==> src/hw/rtl/median_kappa_sigma_stacker_top_macros.svh <==
// Assertion macros for the stacker RTL.
// Needs clk and rst_n in the module that uses them.
`ifndef MEDIAN_KAPPA_SIGMA_STACKER_TOP_MACROS_SVH
`define MEDIAN_KAPPA_SIGMA_STACKER_TOP_MACROS_SVH
`ifndef SYNTH
`define MKSS_ASSERT(lbl, expr) \
    lbl: assert property (@(posedge clk) disable iff (!rst_n) (expr)) \
        else $error("assertion failed");
`define MKSS_ASSERT_NEXT(lbl, ante, cons) \
    lbl: assert property (@(posedge clk) disable iff (!rst_n) (ante) |=> (cons)) \
        else $error("assertion failed");
`else
`define MKSS_ASSERT(lbl, expr)
`define MKSS_ASSERT_NEXT(lbl, ante, cons)
`endif
`endif

==> src/hw/rtl/mkss_pkg.sv <==
// Shared constants and types for the median kappa-sigma stacker.
// No dependencies.
package mkss_pkg;

    localparam int CFG_IDX_W  = 4;
    localparam int CFG_DATA_W = 12;

    localparam logic [CFG_IDX_W-1:0] CFG_FRAME_COUNT = 4'd0;
    localparam logic [CFG_IDX_W-1:0] CFG_KAPPA_Q     = 4'd1;

    localparam logic [6:0]  FRAME_COUNT_RST = 7'd2;
    localparam logic [11:0] KAPPA_Q_RST     = 12'd512;

    localparam int KAPPA_W = 12;
    localparam int FRAC    = 16;   // 65536 scale on the deviation side

    localparam int QDEPTH = 2;
    localparam int QCW    = $clog2(QDEPTH + 1);
    localparam int QPW    = $clog2(QDEPTH);

    typedef struct packed {
        logic           empty;
        logic [QCW-1:0] used;
    } q_status_t;

endpackage

==> src/hw/rtl/mkss_desc_q.sv <==
// Short queue of finished-pixel descriptors between front and back.
// Depends on mkss_pkg.
module mkss_desc_q #(
    parameter int WIDTH = 8
) (
    input  logic                clk,
    input  logic                rst_n,
    input  logic                wr_en,
    input  logic [WIDTH-1:0]    wr_data,
    input  logic                rd_en,
    output logic [WIDTH-1:0]    rd_data,
    output mkss_pkg::q_status_t status
);
    import mkss_pkg::*;

    logic [WIDTH-1:0] slot_reg [QDEPTH];
    logic [QPW-1:0]   wp_reg, rp_reg;
    logic [QCW-1:0]   used_reg;

    always_ff @(posedge clk)
    begin
        if (wr_en)
        begin
            slot_reg[wp_reg] <= wr_data;
        end
    end

    always_ff @(posedge clk or negedge rst_n)
    begin
        if (!rst_n)
        begin
            wp_reg   <= '0;
            rp_reg   <= '0;
            used_reg <= '0;
        end
        else
        begin
            if (wr_en)
            begin
                wp_reg <= (wp_reg == QPW'(QDEPTH - 1)) ? '0 : wp_reg + 1'b1;
            end
            if (rd_en)
            begin
                rp_reg <= (rp_reg == QPW'(QDEPTH - 1)) ? '0 : rp_reg + 1'b1;
            end
            used_reg <= used_reg + QCW'(wr_en) - QCW'(rd_en);
        end
    end

    assign rd_data      = slot_reg[rp_reg];
    assign status.empty = (used_reg == '0);
    assign status.used  = used_reg;

endmodule

==> config.mk <==
export PLATFORM = sky130hd
export DESIGN_NAME = mkss_desc_q
export DESIGN_NICKNAME = d
export VERILOG_FILES = /design/src/hw/rtl/median_kappa_sigma_stacker_top_macros.svh /design/src/hw/rtl/mkss_pkg.sv /design/src/hw/rtl/mkss_desc_q.sv
export SDC_FILE = /design/constraint.sdc
export NUM_CORES = 1
export LEC_CHECK = 0
export ABC_AREA = 1
export BUFFER_PORTS_ARGS = -buffer_cell sky130_fd_sc_hd__buf_2
export CORE_MARGIN = 5
export CORE_UTILIZATION = 49
export CTS_CLUSTER_DIAMETER = 50
export DETAILED_ROUTE_END_ITERATION = 12
export PLACE_DENSITY = 0.81
export SLEW_MARGIN = 20
export SYNTH_ARGS = -nofsm -noshare
export SYNTH_HDL_FRONTEND = slang
export SYNTH_SLANG_ARGS = --single-unit
==> constraint.sdc <==
create_clock -name clk -period 1.4 [get_ports clk]
set_clock_uncertainty 0.1 [all_clocks]
set_input_delay 0.28 -clock clk [delete_from_list [all_inputs] [get_ports clk]]
set_output_delay 0.28 -clock clk [all_outputs]
set_load 0.05 [all_outputs]
==> qor.txt <==
synthesized area: 827 um2
CTS tree: built
hpwl dp: 1000 um
Power Total: 3.04 mW
post-synthesis adder-cell area fraction: 3.03%
Internal Dissipation: 1.72 mW
Psw: 1.32 mW
RSZ-0062 raised after global routing: true
count of port buffers added during placement: 22
hold_sp: wr_data[6]
initial drt markers: 11
Final Hold Fails: 0
Leak: 0.536 nW
fillers: 96
Clk pwr share: 15.4%
vias per inst: 4.65
mux cell area share after synthesis: 0%
Async SR Flop Fraction: 20.0%
routed wire length: 1390 um
Final Core Density: 75.5%
TritonRoute pass-1 iters: 3
placed instance area: 987 um2
ANT cells: 0
post-synthesis cell type count: 12
share of cells above drive strength 1: 49.5%
worst hold path class: in -> reg
Clock Tree Buf Depth: 2
Top FF cell, synth: edfxtp_1
Setup WS pre-CTS: 18.2 ps
number of flops mapped to enable cells by yosys: 16
register area: 584 um2
violated checks: setup timing
Hold Slack: 50.9 ps
Syn Nets: 80
initial core utilization: 53.0%
max FFs per register: 16
setup tns final: -1690 ps
CP peak stage delay: 480 ps
warnings from Yosys: 0
placed instance count: 107
combinational family with the most area after synthesis: buffers and inverters
Gate power share: 54.1%
crit path from: rp_reg
Synth Area in XOR/XNOR: 2.12%
Synth area leaders: edfxtp_1, dfrtp_1, inv_1
Switching Fraction: 43.4%
first-pass GRT wire length: 2350 um
minimum clock period after layout: 1630 ps
Fmax: 0.613 GHz
# DRC: 0
syn avg cell area: 12.5 um2
grt total ovfl: 0
vias in the first global route: 516
final number of max-transition violations: 0
total clock buffers created by CTS: 3
antenna viol nets, final: 0
Crit Path Max Fanout: 7
Reg power frac: 30.5%
Multi-input gate area: 223 um2
largest net degree at the start of global routing: 13
area leader, netlist: edfxtp_1
Final setup viols: 8
Slew headroom: 78.3%
Cell Rows: 14
DR vias: 526
Post-synth top cells: edfxtp_1, inv_1, nand2_1, o21ai_0, dfrtp_1
initial antenna violation count: 0
sequential-to-total area share from yosys stat: 70.2%
Worst EP required: 1020 ps
status: finished, violations left
Die W: 51.1 um
Setup Crit Path Kind: reg -> out
overall routing resource usage: 12.3%
Slowest cell on crit path: dfrtp_2
clock slew at reported path FFs: 120 ps
Critical R2R Launch: used_reg[0]
IR Drop Worst-Case VDD: 1580 uV
die height: 51.1 um
Worst Setup End Kind: output port
final worst-path cycle share: 116%
Non-Filler Instances: 113
max_cap viols: 0
H-Tree Depth: 1
wire per inst: 12.3 um
Final GP Congestion: 0.710
Sink Count: 20
# IOs: 23
Synth Area in Compound Gates: 6.20%
area share of the largest cell type after synthesis: 58.1%
worst slew pin tran: 324 ps
fin nets: 112
pwr dens: 2590 mW/mm2
startpoint types: register
worst-skew pair later-pin latency: 300 ps
synthesized netlist cell count: 66
simple-gate area share of the yosys netlist: 7.87%
CP arrival: 1250 ps
most common cell in the netlist: edfxtp_1
most frequent CP cell: buf_6
Finished Cell Area: 0.00118 mm2
fin worst setup slack: -230 ps
Synth Register Bits: 20
Core Box Area: 0.00156 mm2
Root Driver: clkbuf_4
Cell Chain, Critical Path: buf_6, o21ai_4, buf_6
die area: 0.00261 mm2
Layout area overhead: 42.4%
-- metal layers --
layer	GRT usage [%]	vias up	routed length, um
li1	-	272	-
met1	14.5	237	570
met2	21.2	15	731
met3	3.78	2	78
met4	4.04	0	8
met5	0	-	0
-- what timing repair did --
action                                 in CTS  in global routing
resized for setup                          29                  7
pin swaps                                   8                  0
gates cloned                                0                  0
buffers inserted                            1                  0
setup endpoints to repair                  10                 11
endpoints found under the hold margin       4                  0
hold buffers                                1                  0
-- critical path, delay by kind of cell (launching register included) --
family / cells / cell delay [ps]
buf+inv: 2 / 330
flops: 1 / 480
compound gates: 1 / 130
-- layout by cell type (no fill, tap or decap), drive strengths merged --
master and instances:
nand3 1, inv 15, o21ai 8, nand2 14
bufinv 1, edfxtp 16, ha 2, buf 27
dlygate4sd3 1, clkbuf 4, nor2 2, dfrtp 4
xor2 2
-- power groups by stage --
stage	registers, mW	logic [mW]	clock network [mW]
5_1_grt	0.951	1.75	0.502
6_report	0.928	1.65	0.470
4_1_cts	0.923	1.59	0.470
2_1_floorplan	0.998	0.954	0
3_5_place_dp	0.921	1.29	0
3_3_place_gp	0.913	1.26	0
-- worst paths after layout --
kind | endpoint | slack, ps | cells after the start
max | rd_data[6] | -230 | 3
min | slot_reg[0][6] | 50 | 1
max reg2reg | used_reg[1] | 120 | 7
min reg2reg | wp_reg | 410 | 1
max in group asynchronous | used_reg[0] | 870 | 2
min in group asynchronous | rp_reg | 180 | 2
-- layout make-up --
type                    count  area share (%)
repair buffers             29            20.5
multi-input cells          29            18.9
clock inverters             1            2.55
flip-flops and latches     20            49.6
clock buffers               3            1.91
inverters                  15            4.78
well taps                  16            1.70
-- logic make-up after synthesis --
kind of cell	count (synthesis)
AND/OR/NAND/NOR	17
AO/OA/AOI/OAI	8
XOR/XNOR	2
buffers and inverters	17
flip-flops	20
adder cells (fa/ha/maj)	2
(Power assumes the default switching activity.)
