File: src/hw/rtl/median_kappa_sigma_stacker_top_macros.svh
// Assertion macros for the stacker RTL.
// Needs clk and rst_n in the module that uses them.
`ifndef MEDIAN_KAPPA_SIGMA_STACKER_TOP_MACROS_SVH
`define MEDIAN_KAPPA_SIGMA_STACKER_TOP_MACROS_SVH
`ifndef SYNTH
`define MKSS_ASSERT(lbl, expr) \
    lbl: assert property (@(posedge clk) disable iff (!rst_n) (expr)) \
        else $error("assertion failed");
`define MKSS_ASSERT_NEXT(lbl, ante, cons) \
    lbl: assert property (@(posedge clk) disable iff (!rst_n) (ante) |=> (cons)) \
        else $error("assertion failed");
`else
`define MKSS_ASSERT(lbl, expr)
`define MKSS_ASSERT_NEXT(lbl, ante, cons)
`endif
`endif

File: src/hw/rtl/mkss_pkg.sv
// Shared constants and types for the median kappa-sigma stacker.
// No dependencies.
package mkss_pkg;

    localparam int CFG_IDX_W  = 4;
    localparam int CFG_DATA_W = 12;

    localparam logic [CFG_IDX_W-1:0] CFG_FRAME_COUNT = 4'd0;
    localparam logic [CFG_IDX_W-1:0] CFG_KAPPA_Q     = 4'd1;

    localparam logic [6:0]  FRAME_COUNT_RST = 7'd2;
    localparam logic [11:0] KAPPA_Q_RST     = 12'd512;

    localparam int KAPPA_W = 12;
    localparam int FRAC    = 16;   // 65536 scale on the deviation side

    localparam int QDEPTH = 2;
    localparam int QCW    = $clog2(QDEPTH + 1);
    localparam int QPW    = $clog2(QDEPTH);

    typedef struct packed {
        logic           empty;
        logic [QCW-1:0] used;
    } q_status_t;

endpackage

File: src/hw/rtl/mkss_front.sv
// Front end: takes samples, writes them to the sample store, keeps running sums
// and queues a descriptor per finished pixel. Depends on mkss_pkg.
module mkss_front #(
    parameter int MAX_FRAMES  = 64,
    parameter int SAMPLE_BITS = 16,
    localparam int CW     = $clog2(MAX_FRAMES + 1),
    localparam int IW     = $clog2(MAX_FRAMES),
    localparam int AW     = IW + 1,
    localparam int TW     = SAMPLE_BITS + CW,
    localparam int QW     = 2 * SAMPLE_BITS + CW,
    localparam int DESC_W = 2 + CW + TW + QW
) (
    input  logic                   clk,
    input  logic                   rst_n,
    input  logic                   push,
    output logic                   full,
    input  logic [SAMPLE_BITS-1:0] sample_v,
    input  logic                   last_of_image,
    input  logic [CW-1:0]          n_eff,
    input  mkss_pkg::q_status_t    q_status,
    input  logic                   back_busy,
    output logic                   mem_we,
    output logic [AW-1:0]          mem_waddr,
    output logic [SAMPLE_BITS-1:0] mem_wdata,
    output logic                   desc_push,
    output logic [DESC_W-1:0]      desc_data
);
    import mkss_pkg::*;

    logic [CW-1:0] held_reg, held_next;
    logic [TW-1:0] total_reg, total_next;
    logic [QW-1:0] sq_reg, sq_next;
    logic          pend_reg, pend_next;
    logic          bank_reg, bank_next;

    logic          accept, complete;
    logic [CW-1:0] held_inc;
    logic [TW-1:0] total_add;
    logic [QW-1:0] sq_add;
    logic [QCW:0]  outstanding;

    // each pixel in the queue or in the back end holds a bank
    assign outstanding = {1'b0, q_status.used} + (QCW + 1)'(back_busy);
    assign full        = (outstanding >= (QCW + 1)'(2));
    assign accept      = push && !full;

    assign held_inc  = held_reg + 1'b1;
    assign total_add = total_reg + TW'(sample_v);
    assign sq_add    = sq_reg + QW'(sample_v) * QW'(sample_v);
    assign complete  = accept && (held_inc >= n_eff);

    assign mem_we    = accept;
    assign mem_waddr = {bank_reg, held_reg[IW-1:0]};
    assign mem_wdata = sample_v;
    assign desc_push = complete;
    assign desc_data = {pend_reg | last_of_image, bank_reg, held_inc, total_add, sq_add};

    always_comb
    begin
        held_next  = held_reg;
        total_next = total_reg;
        sq_next    = sq_reg;
        pend_next  = pend_reg;
        bank_next  = bank_reg;
        if (complete)
        begin
            held_next  = '0;
            total_next = '0;
            sq_next    = '0;
            pend_next  = 1'b0;
            bank_next  = !bank_reg;
        end
        else if (accept)
        begin
            held_next  = held_inc;
            total_next = total_add;
            sq_next    = sq_add;
            pend_next  = pend_reg | last_of_image;
        end
    end

    always_ff @(posedge clk or negedge rst_n)
    begin
        if (!rst_n)
        begin
            held_reg  <= '0;
            total_reg <= '0;
            sq_reg    <= '0;
            pend_reg  <= 1'b0;
            bank_reg  <= 1'b0;
        end
        else
        begin
            held_reg  <= held_next;
            total_reg <= total_next;
            sq_reg    <= sq_next;
            pend_reg  <= pend_next;
            bank_reg  <= bank_next;
        end
    end

endmodule

File: config.mk
export PLATFORM = sky130hd
export DESIGN_NAME = mkss_front
export DESIGN_NICKNAME = d
export VERILOG_FILES = /design/src/hw/rtl/median_kappa_sigma_stacker_top_macros.svh /design/src/hw/rtl/mkss_pkg.sv /design/src/hw/rtl/mkss_front.sv
export SDC_FILE = /design/constraint.sdc
export NUM_CORES = 1
export LEC_CHECK = 0
export BUFFER_PORTS_ARGS = -buffer_cell sky130_fd_sc_hd__buf_4
export CAP_MARGIN = 10
export CORE_AREA = 5 5 182 254
export CTS_CLUSTER_DIAMETER = 60
export DETAILED_ROUTE_END_ITERATION = 10
export DIE_AREA = 0 0 187 259
export PLACE_DENSITY = 0.57
export SYNTH_ARGS = -nofsm -noshare
export SYNTH_HDL_FRONTEND = slang
export SYNTH_SLANG_ARGS = --single-unit
File: constraint.sdc
create_clock -name clk -period 7.2 [get_ports clk]
set_input_delay 0.36 -clock clk [delete_from_list [all_inputs] [get_ports clk]]
set_output_delay 0.36 -clock clk [all_outputs]
set_load 0.02 [all_outputs]
==> metrics.cfg, run 1 <==
[global_route]
grt_pass1_vias = 11565
met2_usage = 0.3283
grt_pass1_wl_mm = 63.29
track_usage = 0.1673
grt_max_degree = 63
antenna_found_initial = 0
busiest_layer = met2
use_met3 = 0.01991
gr-total-overflow = 0
gr-usage-met1 = 0.1772

[cts]
cts_tree = built
cts.clk_slew.worst_paths_ps = 60
ctsLongestPathBuffers = 2
clockRootBuffer = clkbuf_16
clock_latency_ps = 370
cts.sinks = 71
h-tree-depth = 3
post_cts_buffers = 0
cts_buffers = 9

[yosys]
synthFlopType = dfrtp_1
synth.net_count = 1861
avgSynthCellArea_um2 = 8.607
synth_area_um2 = 12920
seq_area_frac_synth = 0.1375
synth_cells = 1501
synth_cell_types = 65
synth.yosys.warnings = 0
synth_area_leaders = fa_1 (30%), dfrtp_1 (14%), ha_1 (13%)
synth-edff-count = 0
synthDominantCellAreaShare = 0.3022
yosys.area.top_type = fa_1
ys_async_sr_fraction = 1.000
synth-seq-cells = 71

[placed_design]
gp_congestion = 0.9182
hpwl_mm = 31.66
pre_cts_ws_ps = 116.5
dp_cells = 2157
portBuffers = 126

[sta]
hold_viol_final = 0
fmax_mhz = 144.7
finalSetupViolCount = 0
min_period_ps = 6910
fin_worst_skew_ps = 11.02
slew_headroom = 0.2462
rsz0062_at_grt = false
layout_setup_ws_ps = 290.0
tns_ps = 0
drv_slew = 0
period_share = 0.9597
whs_ps = 238.6
worstMarginPinSlew_ps = 1130

[floorplan]
core_area_um2 = 43720
die_height_um = 259
rows = 91
start_util = 0.2955
die_w_um = 187
pin_count = 128
fp.dieArea_um2 = 48430

[min_path]
hp-class = in2reg

[final_layout]
largest_reg_flops = 39
layout.nets = 1971
diodes = 0
layout_common_cells = inv_1 (378), fa_1 (195), buf_4 (170)
mostFrequentLayoutCell = inv_1
area_growth_pct = 15.18
final_cells = 2173
drive_above_1_share = 0.1307

[job]
cap_violations = 0

[setup_path]
crit_arrival_ps = 6550
critPathRequiredTime_ps = 6840
cp_max_fo = 6
cp-start-kind = primary input
path_class = in2out
end_kind = output pin

[detailed_routing]
drc = 0
viasPerCell = 4.761
drt_first_pass_iters = 5
wl_per_cell_um = 17.94
drtIter0Drc = 377
ant_nets = 0
vias = 10346
wl_mm = 38.99

[outcome]
outcome = completed

-- layer usage --
layer  vias to the layer above  part of all wire
li1                       4855                 -
met1                      5210              0.37
met2                       210              0.55
met3                        71             0.033
met4                         0             0.042
met5                         -                 0
-- cell type report --
type / count / area [µm²]
fill: 4669 / 28840
multi-input combinational: 978 / 9364
sequential: 71 / 1777
inverter: 379 / 1423
timing repair buffer: 172 / 1306
tap: 558 / 698.2
clock buffer: 9 / 225.2
clock inverter: 6 / 86.33
-- logic make-up after synthesis --
| logic type | after synthesis | share of synthesized area |
|---|---|---|
| and+or+nand+nor | 360 | 0.1299 |
| AOI/OAI and AO/OA | 220 | 0.1142 |
| buffers and inverters | 452 | 0.1394 |
| muxes | 2 | 0.001646 |
| adders and majority gates | 329 | 0.4320 |
| xor gates and xnor gates | 67 | 0.04542 |
| DFF | 71 | 0.1375 |
-- per-stage QoR --
| stage | area, µm² | utilization |
|---|---|---|
| after floorplan | 12920 | - |
| after global placement | 14550 | 0.3328 |
| after detailed placement | 14550 | 0.3328 |
| after CTS | 14870 | 0.3402 |
| after global routing | 14880 | 0.3403 |
| final | 14880 | 0.3403 |
-- worst max-delay path, cell delays in order --
cell,delay [ps]
buf_4,160
inv_1,120
nor2_1,150
fa_1,500
fa_1,560
inv_1,50
fa_1,490
inv_1,50
fa_1,470
inv_1,50
fa_1,540
inv_1,60
fa_1,490
ha_1,350
buf_4,180
a21o_1,210
a31oi_1,150
o21ai_1,160
o211ai_1,370
a21oi_1,210
o21ai_2,360
buf_4,190
xnor2_1,130
buf_4,180
-- synth_stat cells (4+ instances only) --
cell and n:
a21o_1 23, o21ai_0 40, nand3_1 24, dfrtp_1 71, a31oi_1 7, or3_1 6
nor2b_1 7, o21a_1 5, nand2b_1 5, and2_1 44, and3_1 12, fa_1 195
a21oi_1 50, inv_1 379, o21bai_1 6, a22o_1 14, nor2_1 56, o22ai_1 5
clkbuf_1 40, o21ai_1 18, a31o_2 7, nand4_1 12, xnor2_1 43, o31ai_1 5
o31a_1 4, xor2_1 24, a211o_1 4, nand2_1 167, ha_1 134, nor3_1 11
buf_4 24, buf_2 5
-- what timing repair did --
action,4_1_cts,5_1_grt
hold buffers,1,0
setup endpoints to repair,0,4
hold endpoints to repair,10,0
gates resized for setup,0,2
-- final timing paths --
path | startpoint | to | slack (ps) | cells after the start
worst max-delay path | sample_v[2] | desc_data[34] | 290 | 24
worst max register to register | sq_reg[11]$_DFFE_PN0P_ | sq_reg[38]$_DFFE_PN0P_ | 2040 | 18
worst min-delay path | last_of_image | pend_reg$_DFFE_PN0P_ | 240 | 3
worst min register to register | total_reg[6]$_DFFE_PN0P_ | total_reg[6]$_DFFE_PN0P_ | 480 | 2
max in group asynchronous | rst_n | sq_reg[16]$_DFFE_PN0P_ | 5660 | 3
min in group asynchronous | rst_n | held_reg[4]$_DFFE_PN0P_ | 370 | 2
Power of run 1 is not shown: default switching activity piles up to over one toggle a cycle in this logic, so the estimate is an artifact.
==> run 2: changes to the inputs <==
==> constraint.sdc (replaced) <==
create_clock -name clk -period 7.2 [get_ports clk]
set_input_delay 1.44 -clock clk [delete_from_list [all_inputs] [get_ports clk]]
set_output_delay 1.44 -clock clk [all_outputs]
set_load 0.02 [all_outputs]
==> run 2 against run 1 <==
  * Clock skew is 3.4 ps lower
  * Core utilization is 9.3 points higher
  * Critical path depth up 1
  * Fmax decreased by 19%
  * Critical path type unchanged
  * Non-clock buffer count up 256
  * Highest routed layer unchanged
  * The flow now finishes with violations (negative setup slack)
  * Routed wire length rose by 11%
  * Global-route usage rose by 1.2 points
==> metrics.cfg, run 2 (same netlist as run 1, synthesis figures left out) <==
[outcome]
outcome = finished, violations left
violations = negative setup slack

[cts]
cts.sinks = 71
h-tree-depth = 3
cts_tree = built
clockRootBuffer = clkbuf_16
ctsLongestPathBuffers = 2
hold_buffers = 0
cts_buffers = 9
clock_latency_ps = 370
cts.clk_slew.worst_paths_ps = 60

[floorplan]
die_w_um = 187
core_area_um2 = 43720
die_height_um = 259
pin_count = 128
start_util = 0.2955
rows = 91
fp.dieArea_um2 = 48430

[min_path]
worstHoldStart = total_reg[10]$_DFFE_PN0P_
min_to = total_reg[10]$_DFFE_PN0P_
hp-class = reg2reg
hold_depth = 2

[global_route]
gr-total-overflow = 0
grt_max_degree = 72
gr-usage-met1 = 0.1972
grt_pass1_vias = 12782
track_usage = 0.1794
antenna_found_initial = 0
use_met3 = 0.01614
met2_usage = 0.3481
busiest_layer = met2
grt_pass1_wl_mm = 68.90

[sta]
period_share = 1.178
slew_headroom = 0.3136
fmax_mhz = 117.9
drv_slew = 0
layout_setup_ws_ps = -1282
rsz0062_at_grt = true
finalSetupViolCount = 32
worstMarginPinSlew_ps = 1030
min_period_ps = 8482
hold_viol_final = 0
fin_worst_skew_ps = 7.586

[setup_path]
crit_arrival_ps = 7040
path_class = in2out
regToRegSetupSlack_ps = 2100
critPathRequiredTime_ps = 5760
cp_max_fo = 4
end_kind = output pin
cp_common_cell = fa_1
cp-start-kind = primary input
cp_slowest_cell = fa_2
r2r_start = sq_reg[13]$_DFFE_PN0P_
critPathMaxStageDelay_ps = 520
worst_r2r_endpoint = sq_reg[37]$_DFFE_PN0P_
reg2reg_depth = 21

[detailed_routing]
viasPerCell = 4.700
vias = 11420
ant_nets = 0
wl_mm = 43.19
wl_per_cell_um = 17.77
drtIter0Drc = 381
drt_first_pass_iters = 5
drc = 0

[final_layout]
layout.nets = 2227
area_growth_pct = 46.61
final_area_um2 = 18940
layout_common_cells = inv_1 (339), buf_4 (324), fa_1 (183)
diodes = 0
largest_reg_flops = 39
mostFrequentLayoutCell = inv_1
drive_above_1_share = 0.3729

[placed_design]
gp_congestion = 0.9126
hpwl_mm = 34.70
portBuffers = 126
placed_area_um2 = 16610

[job]
cap_violations = 0

-- run 2: layout make-up --
type / instances / area [µm²]
multi-input combinational: 978 / 10900
tap: 558 / 698.2
inverter: 379 / 1458
sequential: 71 / 1777
timing repair buffer: 428 / 3787
fill: 4221 / 24780
clock inverter: 6 / 93.84
clock buffer: 10 / 229.0
-- run 2: worst max path at each step --
stage,to,startpoint,slack (ps)
after global placement,desc_data[37],sample_v[5],-1490
final,desc_data[33],sample_v[2],-1280
after global routing,desc_data[25],sample_v[3],-1440
after CTS,desc_data[33],sample_v[2],-1260
after floorplan,desc_data[33],sample_v[10],-810
after detailed placement,desc_data[37],sample_v[10],-1490
-- run 2: per-layer routing --
layer,routed length (µm),share of wire
met1,16180,0.37
met2,23890,0.55
met3,990,0.023
met4,2125,0.049
met5,0,0
-- run 2: what timing repair did --
item	CTS	global route
gates resized for setup	235	98
pin swaps	96	83
buffers inserted	39	31
gates cloned	0	0
setup endpoints to repair	32	33
-- run 2: critical path: cells and delay by family --
kind,cells,cell delay [ps]
buf+inv,10,880
simple gates,4,620
compound gates,3,760
fa+ha+maj,7,3200
xor+xnor,1,140
-- run 2: per-stage QoR --
stage	worst slack, ps	util	hold slack [ps]	std cells	TNS [ps]
2_1_floorplan	-810.4	-	442.8	1501	-14750
3_3_place_gp	-1493	0.3799	458.0	2353	-38280
3_5_place_dp	-1494	0.3799	467.0	2353	-39480
4_1_cts	-1259	0.4185	482.0	2403	-30040
5_1_grt	-1443	0.4332	505.7	2430	-37550
6_report	-1282	0.4332	477.3	2430	-32210
Power of run 2 is left out for the same reason.
